`config.mk`:
```
export PLATFORM = sky130hd
export DESIGN_NAME = dmar_ctrl
export DESIGN_NICKNAME = d
export VERILOG_FILES = /design/src/design/dmar_pkg.sv /design/src/design/dmar_ctrl.sv
export SDC_FILE = /design/constraint.sdc
export NUM_CORES = 1
export LEC_CHECK = 0
export ABC_AREA = 1
export BUFFER_PORTS_ARGS = -buffer_cell sky130_fd_sc_hd__buf_2
export CAP_MARGIN = 0
export CORE_UTILIZATION = 50
export CTS_CLUSTER_DIAMETER = 200
export DETAILED_ROUTE_END_ITERATION = 7
export PLACE_DENSITY_LB_ADDON = 0.05
export SLEW_MARGIN = 10
export SYNTH_ARGS = -nofsm -noshare
export SYNTH_HDL_FRONTEND = slang
export SYNTH_SLANG_ARGS = --single-unit
```
`constraint.sdc`:
```
create_clock -name clk -period 3.9 [get_ports clk]
set_input_delay 0.195 -clock clk [delete_from_list [all_inputs] [get_ports clk]]
set_output_delay 0.195 -clock clk [all_outputs]
set_load 0.05 [all_outputs]
```
`src/design/dmar_pkg.sv`:
```
// Shared types and constants for the DMA descriptor ring.
`timescale 1ns / 1ps
package dmar_pkg;

	localparam int RING_DEPTH = 256;
	localparam int IDX_W      = (RING_DEPTH > 1) ? $clog2(RING_DEPTH) : 1;
	localparam int OCC_W      = $clog2(RING_DEPTH + 1);

	localparam logic FUNC_SUBMIT   = 1'b0;
	localparam logic FUNC_COMPLETE = 1'b1;

	typedef enum logic [1:0] {
		RES_OK    = 2'd0,
		RES_FULL  = 2'd1,
		RES_EMPTY = 2'd2
	} res_code_t;

	typedef struct packed {
		logic [63:0] address;
		logic [31:0] length;
		logic [31:0] flags;
		logic [63:0] stamp;
	} slot_t;

	typedef struct packed {
		res_code_t   code;
		logic        pop;
		logic [8:0]  used;
		logic [8:0]  free;
		logic [63:0] submit_total;
		logic [63:0] complete_total;
		logic [63:0] overrun_total;
		logic [63:0] time_now;
	} stage_t;

endpackage

```
`src/design/dmar_ctrl.sv`:
```
// Ring pointers, occupancy, statistics counters and the first stage register.
`timescale 1ns / 1ps
module dmar_ctrl (
	input  logic                      clk,
	input  logic                      arst_n,
	input  logic                      accept,
	input  logic                      en_s1,
	input  logic                      func,
	input  logic [63:0]               time_now,
	output logic [dmar_pkg::IDX_W-1:0] head_idx,
	output logic [dmar_pkg::IDX_W-1:0] tail_idx,
	output logic                      slot_wr,
	output logic                      status_wr,
	output logic                      valid_s1,
	output dmar_pkg::stage_t          stage_s1
);

	localparam logic [dmar_pkg::IDX_W-1:0] LAST_IDX = dmar_pkg::IDX_W'(dmar_pkg::RING_DEPTH - 1);
	localparam logic [dmar_pkg::OCC_W-1:0] FULL_OCC = dmar_pkg::OCC_W'(dmar_pkg::RING_DEPTH);

	logic [dmar_pkg::IDX_W-1:0] head_q, tail_q;
	logic [dmar_pkg::OCC_W-1:0] occ_q, occ_next;
	logic [63:0]                submits_q, completes_q, overruns_q;
	logic [63:0]                submits_next, completes_next, overruns_next;
	logic                       push, pop, overrun;
	dmar_pkg::res_code_t        code;

	always_comb begin
		code    = dmar_pkg::RES_OK;
		push    = 1'b0;
		pop     = 1'b0;
		overrun = 1'b0;
		unique case (func)
			dmar_pkg::FUNC_SUBMIT: begin
				if (occ_q == FULL_OCC) begin
					code    = dmar_pkg::RES_FULL;
					overrun = 1'b1;
				end else begin
					push = 1'b1;
				end
			end
			dmar_pkg::FUNC_COMPLETE: begin
				if (occ_q == '0) begin
					code = dmar_pkg::RES_EMPTY;
				end else begin
					pop = 1'b1;
				end
			end
		endcase
	end

	assign occ_next       = occ_q + dmar_pkg::OCC_W'(push) - dmar_pkg::OCC_W'(pop);
	assign submits_next   = submits_q + 64'(push);
	assign completes_next = completes_q + 64'(pop);
	assign overruns_next  = overruns_q + 64'(overrun);

	assign head_idx  = head_q;
	assign tail_idx  = tail_q;
	assign slot_wr   = accept && push;
	assign status_wr = accept && pop;

	always_ff @(posedge clk or negedge arst_n) begin
		if (!arst_n) begin
			head_q      <= '0;
			tail_q      <= '0;
			occ_q       <= '0;
			submits_q   <= '0;
			completes_q <= '0;
			overruns_q  <= '0;
		end else if (accept) begin
			if (push) begin
				head_q <= (head_q == LAST_IDX) ? '0 : head_q + 1'b1;
			end
			if (pop) begin
				tail_q <= (tail_q == LAST_IDX) ? '0 : tail_q + 1'b1;
			end
			occ_q       <= occ_next;
			submits_q   <= submits_next;
			completes_q <= completes_next;
			overruns_q  <= overruns_next;
		end
	end

	always_ff @(posedge clk or negedge arst_n) begin
		if (!arst_n) begin
			valid_s1 <= 1'b0;
		end else if (en_s1) begin
			valid_s1 <= accept;
		end
	end

	always_ff @(posedge clk) begin
		if (accept) begin
			stage_s1.code           <= code;
			stage_s1.pop            <= pop;
			stage_s1.used           <= 9'(occ_next);
			stage_s1.free           <= 9'(FULL_OCC - occ_next);
			stage_s1.submit_total   <= submits_next;
			stage_s1.complete_total <= completes_next;
			stage_s1.overrun_total  <= overruns_next;
			stage_s1.time_now       <= time_now;
		end
	end

	a_occ_bound: assert property (@(posedge clk) disable iff (!arst_n)
		occ_q <= FULL_OCC)
		else $error("occupancy exceeds ring depth");

	a_ptr_apart: assert property (@(posedge clk) disable iff (!arst_n)
		(head_q != tail_q) |-> (occ_q != '0 && occ_q != FULL_OCC))
		else $error("pointers apart while ring empty or full");

	a_pop_dec: assert property (@(posedge clk) disable iff (!arst_n)
		(accept && func == dmar_pkg::FUNC_COMPLETE && occ_q != '0)
			|=> (occ_q == $past(occ_q) - 1'b1))
		else $error("good complete did not reduce occupancy");

endmodule

```
==> results.md <==
- Status: finished with violations
- Failing checks: design-rule violations
- Nets: ~3,300
- Slew at the pin closest to its max-slew limit: a little over 0.9 ns
- Post-synth top area share: between 30% and 40%
- Share of layout cells above drive strength 1: 15.8%
- Clk slew on worst S/H paths: about 0.06 ns
- Die Footprint: slightly below 0.05 mm^2
- H-tree depth: 2
- CP Max Fanout: 4
- First-pass GRT wire length: approximately 100,000 um
- Reg2reg end: stage_s1[264]$_DFFE_PP_
- CP max-delay cell: fa_1
- Main area contributors after synthesis: edfxtp_1, dfrtp_1, nand2_1
- Slew Limit Headroom: about two fifths
- Crit Path Category: flip-flop to flip-flop
- Tmin final: ~3.3 ns
- RSZ-0062 raised after global routing: false
- Maximum Capacitance Violations: 0
- Final Max Slew Viols: 0
- Mapped Area: 0.0239 mm^2
- Seq/Total Area, Yosys: between 50 and 60%
- DRC viols: 25
- Leak Pwr: between 10 and 15 nW
- Synth async-reset ratio: between 40% and 50%
- Fin cells: just under 4,000
- Worst Setup EP: stage_s1[264]$_DFFE_PP_
- Yosys warnings: 0
- Final ANT Viol Nets: 0
- Setup crit end kind: flip-flop
- Clk_lat worst skew: 0.60 ns
- Chip width: 220 um
- Initial Util: 50.9%
- Clock Tree Buf Depth: 3
- Synth unique cells: 32
- Power per cell area: approximately 540 mW/mm^2
- Largest net degree at the start of global routing: ~190
- Die height: between 200 and 250 um
- Setup TNS: 0 ns
- CTS Buf Count: ~50
- R2R Setup Slk: approximately 0.55 ns
- DP Worst Slack: about 0.58 ns
- Routability cong.: about 0.96
- Worst EP required: around 4.2 ns
- Slack of the critical path: approximately 0.55 ns
- Tcrit/Tclk final: 85.9%
- N_diodes: 0
- Vias: roughly 20,000
- Port Buf Inserts: 364
- Commonest cells after routing, fill and taps aside: nand2_1, nor2_1, buf_2
- Buffers & Inverters on Critical Path: 4
- CP max stage delay: between 0.4 and 0.5 ns
- Post-synth top area cell: edfxtp_1
- #FFs+latches synth: 494
- Clk sinks: between 400 and 500
- Hold Crit Class: input port to async pin
- Vias in the first global route: ~19,000
- Row count: between 70 and 80
- Cell mode on critical path: inv_1
- Final HPWL from detailed placement: around 50,000 um
- Worst path top cell family by delay: simple AND/OR/NAND/NOR gates
- Final Hold Viols: 0
- CP startpoint kind: flip-flop
- Area Growth Syn to Fin: 20.7%
- Global Route Usage Sum: 27.5%
- Tot Pwr: 15.5 mW
- R2R Path Start: occ_q[5]$_DFFE_PN0P_
- R2r worst-path depth: 18
- Pre-Repair DR Iteration Count: 8
- Drt initial violations: 1,552
- CP arrival: roughly 3.7 ns
- F_max: 299 MHz
- Vias per inst: ~5.1
- Gate Count Post-Synth: roughly 2,800
- Critical path cell sequence: inv_1 -> ha_1 -> nand4_1 -> or2_2 -> nor2_1 -> or2_2 -> inv_1 -> ha_1 -> fa_1 -> inv_1 -> ha_1 -> inv_1 -> nor2_1 -> nand3_1 -> nor2_1 -> nand2_1 -> nand2_1 -> nand2_1
- WP depth: 18
- Commonest non-fill, non-tap cell in the layout: nand2_1
- Io pins: 365
- GRT overflow: 0
- # Post-CTS Setup Buffers: 0
- Antenna violations before repair: 0
- Wire per inst: between 15 and 20 um
- Avg Synthesized Cell Area: ~8.6 um^2
- Final setup violating endpoints: 0
- Post-Route WL: 67,300 um
- Syn Nets: approximately 2,900
- Total core area: between 0.04 and 0.05 mm^2
- CTS tree: done
- Crit path from: occ_q[5]$_DFFE_PN0P_
- Post-synth EDFFs: 276
- Worst Clk Skew: between 0.015 and 0.02 ns
- DP Cell Count: approximately 3,700
- VDD IR-drop max: roughly 0.00069 V
- CTS Root Cell: clkbuf_16
- Most used flip-flop cell after synthesis: edfxtp_1
[Yosys cell counts (4+ instances only)]
master / number
inv_2: 7
inv_1: 226
nand4_1: 44
o21ai_1: 13
xor2_1: 96
nor2_4: 12
nor2_2: 24
nor3_1: 13
o21ai_0: 132
o21bai_1: 6
and2_1: 22
nand3_1: 103
xnor2_1: 12
dfrtp_1: 218
nor2_1: 396
nand3b_1: 10
nand3_2: 4
clkbuf_1: 34
buf_2: 5
buf_1: 6
nand2_1: 1075
a21oi_1: 8
nand2_2: 10
edfxtp_1: 276
ha_1: 20
[area by class of cell]
cell class | count | area [um^2]
Fill cell | 4120 | 18100
Clock inverter | 32 | 328
Inverter | 234 | 881
Multi-Input combinational cell | 2007 | 9060
Sequential cell | 494 | 13700
Clock buffer | 64 | 1390
Timing Repair Buffer | 441 | 2640
Tap cell | 607 | 759
[worst min path at each step]
stage,end,slack (ns)
6_report,completes_q[20]$_DFFE_PN0P_,0.21
5_1_grt,completes_q[20]$_DFFE_PN0P_,0.26
4_1_cts,completes_q[15]$_DFFE_PN0P_,0.23
3_5_place_dp,completes_q[19]$_DFFE_PN0P_,0.29
3_3_place_gp,completes_q[20]$_DFFE_PN0P_,0.30
2_1_floorplan,completes_q[0]$_DFFE_PN0P_,-0.10
[logic make-up after synthesis]
kind of cell,Yosys count,synth area share (%)
simple gates,1718,29.4
flops,494,57.6
buf+inv,280,4.45
compound gates,159,3.40
xor+xnor,109,4.03
fa+ha+maj,21,1.13
[timing repair]
action	4_1_cts	5_1_grt
hold endpoints to repair	189	0
gates resized for setup	0	0
hold buffers	68	0
endpoints found under the setup margin	0	0
[flip-flops by register name (all words and copies together), names as in the netlist]
| signal | count |
|---|---|
| stage_s1 | 276 |
| completes_q | 64 |
| overruns_q | 64 |
| submits_q | 64 |
| occ_q | 9 |
| head_idx | 8 |
| tail_idx | 8 |
| valid_s1 | 1 |
[worst register-to-register path: cells and delay by family, from the launching register on]
kind,cells,cell delay [ns]
simple gates,10,1.41
flops,1,0.41
buf+inv,4,0.28
fa+ha+maj,4,1.00
[routing by layer]
layer	part of all wire (%)	global-route usage [%]	vias to the layer above
li1	-	-	9791
met1	44	37.9	9387
met2	46	44.3	635
met3	6.0	4.52	111
met4	3.1	9.38	0
met5	0	0	-
[through the flow]
| stage | instance area [um^2] | hold WS, ns | utilization (%) |
|---|---|---|---|
| final | 28800 | 0.210 | 61.5 |
| after global routing | 28800 | 0.263 | 61.5 |
| after CTS | 28800 | 0.234 | 61.5 |
| after detailed placement | 26400 | 0.293 | 56.4 |
| after global placement | 26400 | 0.299 | 56.4 |
| after floorplan | 23900 | -0.101 | - |
[power breakdown]
group	internal (mW)	leakage, nW	total (mW)	switching, mW
clock	2.87	0.840	4.98	2.10
sequential	6.29	5.64	6.76	0.464
combinational	0.945	5.84	3.81	2.86
Note: power is estimated with default switching activity, not from simulation.
