--- src/design/dmar_pkg.sv ---
// Shared types and constants for the DMA descriptor ring.
`timescale 1ns / 1ps
package dmar_pkg;

	localparam int RING_DEPTH = 256;
	localparam int IDX_W      = (RING_DEPTH > 1) ? $clog2(RING_DEPTH) : 1;
	localparam int OCC_W      = $clog2(RING_DEPTH + 1);

	localparam logic FUNC_SUBMIT   = 1'b0;
	localparam logic FUNC_COMPLETE = 1'b1;

	typedef enum logic [1:0] {
		RES_OK    = 2'd0,
		RES_FULL  = 2'd1,
		RES_EMPTY = 2'd2
	} res_code_t;

	typedef struct packed {
		logic [63:0] address;
		logic [31:0] length;
		logic [31:0] flags;
		logic [63:0] stamp;
	} slot_t;

	typedef struct packed {
		res_code_t   code;
		logic        pop;
		logic [8:0]  used;
		logic [8:0]  free;
		logic [63:0] submit_total;
		logic [63:0] complete_total;
		logic [63:0] overrun_total;
		logic [63:0] time_now;
	} stage_t;

endpackage

--- src/design/dmar_result.sv ---
// Latency computation and the output register of the result channel.
`timescale 1ns / 1ps
module dmar_result (
	input  logic             clk,
	input  logic             arst_n,
	input  logic             valid_s1,
	input  dmar_pkg::stage_t stage_s1,
	input  logic [31:0]      rd_length,
	input  logic [63:0]      rd_stamp,
	input  logic             out_stall,
	output logic             en_out,
	output logic             out_valid,
	output logic [1:0]       result_code,
	output logic [31:0]      done_length,
	output logic [63:0]      latency,
	output logic [8:0]       used_entries,
	output logic [8:0]       free_entries,
	output logic [63:0]      submit_total,
	output logic [63:0]      complete_total,
	output logic [63:0]      overrun_total
);

	logic valid_q;

	assign en_out    = !valid_q || !out_stall;
	assign out_valid = valid_q;

	always_ff @(posedge clk or negedge arst_n) begin
		if (!arst_n) begin
			valid_q <= 1'b0;
		end else if (en_out) begin
			valid_q <= valid_s1;
		end
	end

	always_ff @(posedge clk) begin
		if (en_out && valid_s1) begin
			result_code    <= stage_s1.code;
			done_length    <= stage_s1.pop ? rd_length : '0;
			latency        <= stage_s1.pop ? (stage_s1.time_now - rd_stamp) : '0;
			used_entries   <= stage_s1.used;
			free_entries   <= stage_s1.free;
			submit_total   <= stage_s1.submit_total;
			complete_total <= stage_s1.complete_total;
			overrun_total  <= stage_s1.overrun_total;
		end
	end

endmodule

--- config.mk ---
export PLATFORM = sky130hd
export DESIGN_NAME = dmar_result
export DESIGN_NICKNAME = d
export VERILOG_FILES = /design/src/design/dmar_pkg.sv /design/src/design/dmar_result.sv
export SDC_FILE = /design/constraint.sdc
export NUM_CORES = 1
export LEC_CHECK = 0
export BUFFER_PORTS_ARGS = -buffer_cell sky130_fd_sc_hd__buf_2
export CAP_MARGIN = 20
export CORE_AREA = 2 2 264 266
export DETAILED_ROUTE_END_ITERATION = 6
export DIE_AREA = 0 0 266 268
export PLACE_DENSITY = 0.43
export RECOVER_POWER = 100
export REMOVE_ABC_BUFFERS = 1
export SYNTH_ARGS = -nofsm -noshare
export SYNTH_HDL_FRONTEND = slang
export SYNTH_SLANG_ARGS = --single-unit
--- constraint.sdc ---
create_clock -name clk -period 24.8 [get_ports clk]
set_clock_uncertainty 0.1 [all_clocks]
set_input_delay 4.96 -clock clk [delete_from_list [all_inputs] [get_ports clk]]
set_output_delay 4.96 -clock clk [all_outputs]
set_load 0.005 [all_outputs]
==> results of run 1 <==
-- state kept, by name (all words and copies together) (netlist names) --
signal	count
result_code	2
free_entries	9
used_entries	9
submit_total	64
latency	64
done_length	32
out_valid	1
overrun_total	64
complete_total	64
-- worst max path at each step --
stage               startpoint                          end  depth (start not counted)
floorplan            out_stall  complete_total[0]$_DFFE_PP_                          2
CTS                  out_stall                       en_out                          3
global placement     out_stall                       en_out                          3
detailed placement   out_stall                       en_out                          3
finish               out_stall    latency[49]$_SDFFCE_PN0P_                          6
global route         out_stall    latency[48]$_SDFFCE_PN0P_                          6
-- logic make-up (layout without fill, tap and decap cells) --
group,count (synthesis),in the layout,synth area share (%)
simple gates,280,280,10.1
buf+inv,116,843,3.37
other cells,0,1,0
mux,7,7,0.504
fa+ha+maj,64,64,5.81
xor+xnor,41,41,2.58
flops,309,309,66.6
compound gates,242,242,11.0
-- power groups by stage --
stage | combinational, µW | sequential (µW) | clock (µW)
after floorplan | 101 | 649 | 0
after global placement | 214 | 636 | 0
after detailed placement | 215 | 636 | 0
after CTS | 216 | 626 | 617
after global routing | 227 | 632 | 638
final | 205 | 629 | 598
-- per-stage QoR --
step / hold slack [ps] / cells / area [µm²] / setup WS [ps]
2_1_floorplan: 430 / 1022 / 13700 / 11930
3_3_place_gp: 402 / 2596 / 18300 / 14470
3_5_place_dp: 412 / 2596 / 18300 / 14470
4_1_cts: 425 / 2668 / 19700 / 14470
5_1_grt: 479 / 2668 / 19300 / 7630
6_report: 428 / 2669 / 19300 / 8840
-- metal layers --
| layer | vias to the layer above | wire [µm] | track usage (%) | part of all wire [%] |
|---|---|---|---|---|
| met5 | - | 65 | 0 | 0.11 |
| met3 | 125 | 4500 | 4.55 | 7.5 |
| met4 | 10 | 2050 | 4.81 | 3.4 |
| met1 | 5520 | 22000 | 16.9 | 37 |
| li1 | 5322 | - | - | - |
| met2 | 492 | 31200 | 29.5 | 52 |
-- synthesized netlist by cell type (3+ instances only) --
| cell | n |
|---|---|
| nor3_1 | 22 |
| a211oi_1 | 4 |
| o31ai_1 | 5 |
| ha_1 | 63 |
| nor3b_1 | 4 |
| clkbuf_8 | 3 |
| o21bai_1 | 10 |
| a21bo_2 | 3 |
| nand3_1 | 11 |
| or3_1 | 3 |
| xnor2_1 | 25 |
| and2_1 | 38 |
| nand2_1 | 66 |
| a21o_1 | 30 |
| xor2_1 | 16 |
| clkbuf_1 | 31 |
| or2_2 | 5 |
| a21oi_1 | 85 |
| nand2b_1 | 11 |
| a31oi_1 | 10 |
| mux2i_1 | 7 |
| nand4_1 | 25 |
| nor2_1 | 71 |
| inv_1 | 78 |
| a21boi_0 | 4 |
| edfxtp_1 | 308 |
| o211a_1 | 3 |
| o21ai_0 | 52 |
| o21a_1 | 12 |
| nor4_1 | 7 |
| nor2b_1 | 5 |
-- worst register-to-register path: cells and delay by family (launching register included) --
kind,cells,cell delay (ps)
buffers and inverters,3,7670
flip-flops,1,370
AND/OR/NAND/NOR,2,3130
-- area by class of cell --
class | count | area share [%]
Inverter | 79 | 1.54
Clock inverter | 24 | 1.61
Antenna cell | 1 | 0.0130
Timing Repair Buffer | 692 | 16.2
Multi-Input combinational cell | 634 | 21.4
Clock buffer | 48 | 5.35
Tap cell | 882 | 5.72
Sequential cell | 309 | 48.1
==> flow_summary.json, run 1 <==
{
  "dp_hpwl_mm": 48.6,
  "ir_worst_vdd_mv": 0.0342,
  "max_freq_ghz": 0.0627,
  "synth-main-ff-cell": "edfxtp_1",
  "overflow": 0,
  "tightest_slew_ps": 4240,
  "cts_buffer_depth": 3,
  "required_ps": 24760,
  "r2r_end": "latency[49]$_SDFFCE_PN0P_",
  "cp_top_family": "buffers and inverters",
  "reg2reg_depth": 5,
  "port_buffers": 686,
  "routed_wl_mm": 59.8,
  "cts_repair_resize_count": 0,
  "grt_pass1_vias": 11400,
  "final_common_cell": "buf_2",
  "worstHoldStart": "out_valid$_DFFE_PN0N_",
  "num_rows": 96,
  "drtIter0Drc": 765,
  "min_period_ps": 15960,
  "syn-instance-count": 1059,
  "yosysTopAreaCell": "edfxtp_1",
  "p_int_uw": 1070,
  "leakage_uw": 0.00785,
  "die_h_um": 268,
  "slowest_stage": "and2_0",
  "seq_power_share_pct": 43.9,
  "critPathMaxStageDelay_ps": 3020,
  "die_x_um": 266,
  "drcViolationCount": 0,
  "yosysSeqAreaShare_pct": 66.6,
  "syn_area_per_cell_um2": 13.1,
  "whs_path_depth": 2,
  "path_cells": "buf_2, nand2_1, and2_0, clkbuf_1, clkbuf_1, clkbuf_1",
  "h-tree-depth": 2,
  "cts_tree": "done",
  "fin_util_pct": 28.3,
  "grt_usage_pct": 15.7,
  "area_growth_pct": 38.6,
  "post_cts_buffers": 0,
  "ys_warn_count": 0,
  "start_util_pct": 20.4,
  "path_class": "input port to flip-flop",
  "place_congestion": 0.840,
  "vias": 11500,
  "r2r_start": "out_valid$_DFFE_PN0N_",
  "pwr-share-clk_pct": 41.7,
  "p_switching_uw": 362,
  "cp-start-kind": "input port",
  "crit_path_max_fanout": 69,
  "antenna_left": 0,
  "wl_per_cell_um": 22.4,
  "io_pins": 687,
  "finalMaxSlewViolations": 428,
  "grt_antenna_before_repair": 31,
  "dieArea_um2": 71300,
  "min_to": "out_valid$_DFFE_PN0N_",
  "firstDrtPassIters": 5,
  "clock_sinks": 309,
  "cp.arrival_ps": 15920,
  "critPathCaptureType": "flip-flop",
  "setup_violations": 0,
  "drv_cap": 7,
  "cts_buffers": 40,
  "multi_input_area_um2": 4140,
  "setup-tns-final_ps": 0,
  "fillCellCount": 7285,
  "rrSetupSlack_ps": 12970,
  "grt_start_max_net_pins": 70,
  "layout_common_cells": "buf_2 (427), edfxtp_1 (308), clkbuf_1 (272)",
  "clk_pin_slew_ps": 60,
  "cellPowerDensity_nw_per_um2": 74.3,
  "clkLatencyLatePin_ps": 540,
  "post_drt_via_cell_ratio": 4.30,
  "root_buffer": "clkbuf_16",
  "ctsHoldBuffers": 0,
  "crit_buf_inv": 4,
  "status": "finished, violations left",
  "fin_crit_sh_pct": 64.3,
  "synth_edf_count": 308,
  "cpMostUsedCell": "clkbuf_1",
  "netlist.area_leader.share_pct": 66.5,
  "p_sw_share_pct": 25.3,
  "comb_power_share_pct": 14.3,
  "violations": "capacitance limit, slew limit",
  "synthTopCellsByArea": "edfxtp_1 (66%), ha_1 (5.7%), a21oi_1 (3.1%)",
  "nNetsFinal": 2197,
  "finalHoldViolations": 0,
  "grt_first_pass_wirelength_mm": 81.0,
  "hold_path.class": "flip-flop to flip-flop",
  "p_total_uw": 1430,
  "drive_above_1_share_pct": 28.1,
  "seqCellArea_um2": 9270,
  "coreArea_um2": 68200,
  "syn-cell-area_um2": 13900,
  "synth-seq-cells": 309,
  "async_reset_ff_share_pct": 0.324,
  "slew_headroom_pct": -183,
  "ys_types": 65,
  "rsz0062_at_grt": "false"
}
(Power assumes the default switching activity.)
==> inputs of run 2 (changes only) <==
--- a/config.mk
+++ b/config.mk
@@ -10,7 +10,7 @@
 export CORE_AREA = 2 2 264 266
 export DETAILED_ROUTE_END_ITERATION = 6
 export DIE_AREA = 0 0 266 268
-export PLACE_DENSITY = 0.43
+export PLACE_DENSITY = 0.44
 export RECOVER_POWER = 100
 export REMOVE_ABC_BUFFERS = 1
 export SYNTH_ARGS = -nofsm -noshare
==> constraint.sdc (replaced) <==
create_clock -name clk -period 13 [get_ports clk]
set_clock_uncertainty 0.1 [all_clocks]
set_input_delay 2.6 -clock clk [delete_from_list [all_inputs] [get_ports clk]]
set_output_delay 2.6 -clock clk [all_outputs]
set_load 0.005 [all_outputs]
==> run 2 against run 1 <==
The flow still finishes with violations (capacitance limit, slew limit). Non-clock buffer count decreased by 1. Flip-flop and latch count did not move. Global-route usage barely moved. Sequential power is 91% higher. Critical path depth down 2. Core utilization fell by 0.084 points. Hold slack gained 130 ps. First-iteration DRC count rose by 6.5%. Critical path type unchanged.
==> flow_summary.json, run 2 (same netlist as run 1, synthesis figures left out) <==
{
  "rrSetupSlack_ps": 6640,
  "post_drt_via_cell_ratio": 4.34,
  "dieArea_um2": 71300,
  "max_freq_ghz": 0.124,
  "status": "finished, violations left",
  "final_common_cell": "buf_2",
  "finalHoldViolations": 0,
  "post_cts_buffers": 0,
  "overflow": 0,
  "r2r_start": "out_valid$_DFFE_PN0N_",
  "start_util_pct": 20.4,
  "fin_crit_sh_pct": 62.2,
  "path_class": "input port to flip-flop",
  "cts_repair_resize_count": 0,
  "crit_path_max_fanout": 166,
  "cts_buffer_depth": 3,
  "routed_wl_mm": 60.0,
  "min_period_ps": 8080,
  "grt_pass1_vias": 11300,
  "coreArea_um2": 68200,
  "required_ps": 12940,
  "setup_violations": 0,
  "antenna_left": 0,
  "place_congestion": 0.839,
  "dp_hpwl_mm": 48.6,
  "critPathCaptureType": "flip-flop",
  "vias": 11600,
  "cp-start-kind": "input port",
  "worstHoldStart": "out_valid$_DFFE_PN0N_",
  "clock_sinks": 309,
  "io_pins": 687,
  "grt_antenna_before_repair": 34,
  "slowest_stage": "clkbuf_2",
  "grt_usage_pct": 15.7,
  "violations": "capacitance limit, slew limit",
  "clk_pin_slew_ps": 60,
  "cp.arrival_ps": 8030,
  "clkLatencyLatePin_ps": 540,
  "r2r_end": "latency[60]$_SDFFCE_PN0P_",
  "path_cells": "buf_2, nand2_1, and2_0, clkbuf_2",
  "min_to": "out_valid$_DFFE_PN0N_",
  "finalMaxSlewViolations": 371,
  "cts_tree": "done",
  "layout_common_cells": "buf_2 (416), edfxtp_1 (308), clkbuf_1 (278)",
  "drtIter0Drc": 815,
  "ctsHoldBuffers": 0,
  "drive_above_1_share_pct": 27.7,
  "cts_buffers": 38,
  "whs_path_depth": 2,
  "die_x_um": 266,
  "setup-tns-final_ps": 0,
  "hold_path.class": "flip-flop to flip-flop",
  "grt_start_max_net_pins": 167,
  "dpl_cell_area_um2": 18300,
  "port_buffers": 686,
  "leakage_uw": 0.00779,
  "critPathMaxStageDelay_ps": 3080,
  "rsz0062_at_grt": "false",
  "cellPowerDensity_nw_per_um2": 141,
  "firstDrtPassIters": 5,
  "tightest_slew_ps": 4390,
  "num_rows": 96,
  "root_buffer": "clkbuf_16",
  "ir_worst_vdd_mv": 0.0645,
  "design_area_um2": 19200,
  "nNetsFinal": 2194,
  "drcViolationCount": 0,
  "h-tree-depth": 2,
  "area_growth_pct": 38.2,
  "fillCellCount": 7286,
  "grt_first_pass_wirelength_mm": 80.9,
  "reg2reg_depth": 3,
  "slew_headroom_pct": -193,
  "die_h_um": 268,
  "wl_per_cell_um": 22.5,
  "drv_cap": 5
}
## run 2: layout make-up
type,count,area (µm²),share of cell area [%]
flip-flops and latches,309,9270,48.2
inverters,79,297,1.54
clock inverters,24,284,1.48
diodes,5,12.5,0.0651
repair buffers,691,3120,16.2
well taps,882,1100,5.74
multi-input cells,634,4140,21.5
clock buffers,46,1000,5.21
## run 2: worst max-delay path by stage
stage	from	endpoint	slack, ps	cells past startpoint
after floorplan	out_stall	complete_total[0]$_DFFE_PP_	2490	2
after global placement	stage_s1[0]	latency[60]$_SDFFCE_PN0P_	6960	13
after detailed placement	stage_s1[0]	latency[60]$_SDFFCE_PN0P_	6890	13
after CTS	out_stall	en_out	7340	3
after global routing	out_stall	done_length[30]$_SDFFCE_PN0P_	4490	4
final	out_stall	latency[60]$_SDFFCE_PN0P_	4920	4
## run 2: worst max-delay path, delay by kind of cell
kind | cells | cell delay, ps
buf+inv | 2 | 3170
simple gates | 2 | 1840
## run 2: through the flow
step	std cells	power [µW]	hold WS, ps	util (%)	worst slack, ps
final	2670	2700	558	28.2	4920
after global routing	2668	2830	615	28.2	4490
after CTS	2665	2760	585	28.8	7340
after detailed placement	2595	1630	572	26.9	6890
after global placement	2595	1630	512	26.9	6960
after floorplan	1022	1430	430	-	2490
## run 2: metal layers
| metal | routed length (µm) | global-route usage [%] | vias to the layer above | part of all wire (%) |
|---|---|---|---|---|
| met5 | 41 | 0 | - | 0.068 |
| met4 | 1780 | 4.63 | 6 | 3.0 |
| met3 | 4220 | 3.93 | 127 | 7.0 |
| met2 | 31600 | 29.3 | 551 | 53 |
| met1 | 22300 | 17.6 | 5582 | 37 |
| li1 | - | - | 5314 | - |
## run 2: power breakdown
group | total, µW | internal, µW | switching [µW]
registers | 1200 | 1180 | 20.1
logic | 394 | 153 | 241
clock network | 1110 | 656 | 451
total | 2700 | 1990 | 712
==> inputs of run 3 (changes only) <==
==> constraint.sdc (replaced) <==
create_clock -name clk -period 7.2 [get_ports clk]
set_clock_uncertainty 0.1 [all_clocks]
set_input_delay 1.44 -clock clk [delete_from_list [all_inputs] [get_ports clk]]
set_output_delay 1.44 -clock clk [all_outputs]
set_load 0.005 [all_outputs]
==> run 3 against run 2 <==
The run still ends with capacitance limit, slew limit left. Clock power is 83% higher. Clock-buffer cell count up 2. Worst setup slack got worse by 3100 ps. Core utilization grew 0.11 points. Non-clock buffer count fell by 1. Critical path depth is 1 higher. Die area unchanged. Wire length shrank 0.16%. Final cell count grew 0.19%. Flip-flop and latch count unchanged. Largest power group unchanged.
==> flow_summary.json, run 3 (same netlist as run 1, synthesis figures left out) <==
{
  "cellPowerDensity_nw_per_um2": 254,
  "clk_pin_slew_ps": 60,
  "rrSetupSlack_ps": 2680,
  "cts_buffers": 40,
  "grt_use_met3_pct": 5.28,
  "die_h_um": 268,
  "clock_sinks": 309,
  "holdWs_ps": 516,
  "coreArea_um2": 68200,
  "grt-busiest-layer": "met2",
  "leakage_uw": 0.00786,
  "wl_per_cell_um": 22.4,
  "required_ps": 7420,
  "gr-usage-met2_pct": 29.4,
  "min_period_ps": 5410,
  "finalMaxSlewViolations": 110,
  "nNetsFinal": 2195,
  "slew_headroom_pct": -154,
  "post_drt_via_cell_ratio": 4.29,
  "clkLatencyLatePin_ps": 550,
  "die_x_um": 266,
  "fin_util_pct": 28.3,
  "cts_buffer_depth": 3,
  "firstDrtPassIters": 5,
  "port_buffers": 686,
  "area_growth_pct": 38.7,
  "path_class": "input port to flip-flop",
  "drtIter0Drc": 725,
  "layout_common_cells": "buf_2 (429), edfxtp_1 (308), clkbuf_1 (263)",
  "status": "finished, violations left",
  "fillCellCount": 7281,
  "fin_crit_sh_pct": 75.1,
  "critPathCaptureType": "flip-flop",
  "grt_first_pass_wirelength_mm": 81.4,
  "cts_repair_resize_count": 0,
  "ctsHoldBuffers": 0,
  "use_met1_pct": 16.6,
  "violations": "capacitance limit, slew limit",
  "grt_pass1_vias": 11500,
  "slowest_stage": "clkbuf_1",
  "grt_antenna_before_repair": 39,
  "dieArea_um2": 71300,
  "grt_usage_pct": 15.9,
  "place_congestion": 0.837,
  "final_common_cell": "buf_2",
  "drcViolationCount": 0,
  "crit_path_max_fanout": 54,
  "cp-start-kind": "input port",
  "routed_wl_mm": 59.9,
  "drv_cap": 2,
  "critPathMaxStageDelay_ps": 2140,
  "vias": 11500,
  "io_pins": 687,
  "overflow": 0,
  "num_rows": 96,
  "start_util_pct": 20.4,
  "cts_tree": "done",
  "path_cells": "buf_2, clkbuf_1, inv_2, buf_4, nor3_1",
  "max_freq_ghz": 0.185,
  "tightest_slew_ps": 3810,
  "grt_start_max_net_pins": 139,
  "ir_worst_vdd_mv": 0.123,
  "antenna_left": 0,
  "hold_path.class": "flip-flop to flip-flop",
  "p_total_uw": 4900,
  "rsz0062_at_grt": "false",
  "root_buffer": "clkbuf_16",
  "post_cts_buffers": 0,
  "setup_violations": 0,
  "dp_hpwl_mm": 48.5,
  "finalHoldViolations": 0,
  "cp.arrival_ps": 5630,
  "drive_above_1_share_pct": 28.5,
  "h-tree-depth": 2
}
run 3: changes by cell type in the layout (fill, tap and decap cells not counted), moves of 2 or more:
cell | previous run | this run
diode_2 | 5 | 12
clkinvlp_4 | 2 | 0
clkinv_4 | 3 | 1
buf_12 | 0 | 2
clkbuf_1 | 278 | 263
buf_2 | 416 | 429
and2_0 | 25 | 28
and2_1 | 13 | 10
clkbuf_8 | 0 | 2
run 3: critical path: cells and delay by family:
kind          cells  cell delay, ps
simple gates      1             330
buf+inv           4            3790
run 3: where the power goes:
group | switching (µW) | internal [µW] | leakage [µW]
combinational | 436 | 280 | 0.00424
sequential | 35.8 | 2130 | 0.00297
clock | 807 | 1220 | 0.000643
run 3: stage by stage:
step / TNS (ps) / setup slack [ps] / cell area, µm² / cells
4_1_cts: 0 / 2860 / 19600 / 2663
3_5_place_dp: 0 / 2270 / 18300 / 2594
2_1_floorplan: -661830 / -2150 / 13700 / 1022
3_3_place_gp: 0 / 2330 / 18300 / 2594
5_1_grt: 0 / 1360 / 19300 / 2673
6_report: 0 / 1790 / 19300 / 2675
run 3: metal layers:
metal  vias to the layer above  part of all wire (%)
met5                         -                  0.34
met4                        10                   3.5
met3                       127                   8.0
met2                       509                    52
met1                      5503                    36
li1                       5329                     -
run 3: area by class of cell:
| type | instances | area (µm²) | area share [%] |
|---|---|---|---|
| Tap cell | 882 | 1100 | 5.72 |
| Timing Repair Buffer | 690 | 3160 | 16.4 |
| Multi-Input combinational cell | 634 | 4140 | 21.4 |
| Antenna cell | 12 | 30.0 | 0.156 |
| Clock buffer | 48 | 1050 | 5.45 |
| Sequential cell | 309 | 9270 | 48.0 |
| Clock inverter | 21 | 248 | 1.28 |
| Inverter | 79 | 297 | 1.54 |
run 3: final timing paths:
path | startpoint | depth (start not counted) | end
max | stage_s1[274] | 5 | latency[2]$_SDFFCE_PN0P_
min reg2reg | out_valid$_DFFE_PN0N_ | 2 | out_valid$_DFFE_PN0N_
max reg2reg | out_valid$_DFFE_PN0N_ | 3 | done_length[4]$_SDFFCE_PN0P_
min | out_valid$_DFFE_PN0N_ | 2 | out_valid$_DFFE_PN0N_
max in group asynchronous | arst_n | 1 | out_valid$_DFFE_PN0N_
min in group asynchronous | arst_n | 1 | out_valid$_DFFE_PN0N_
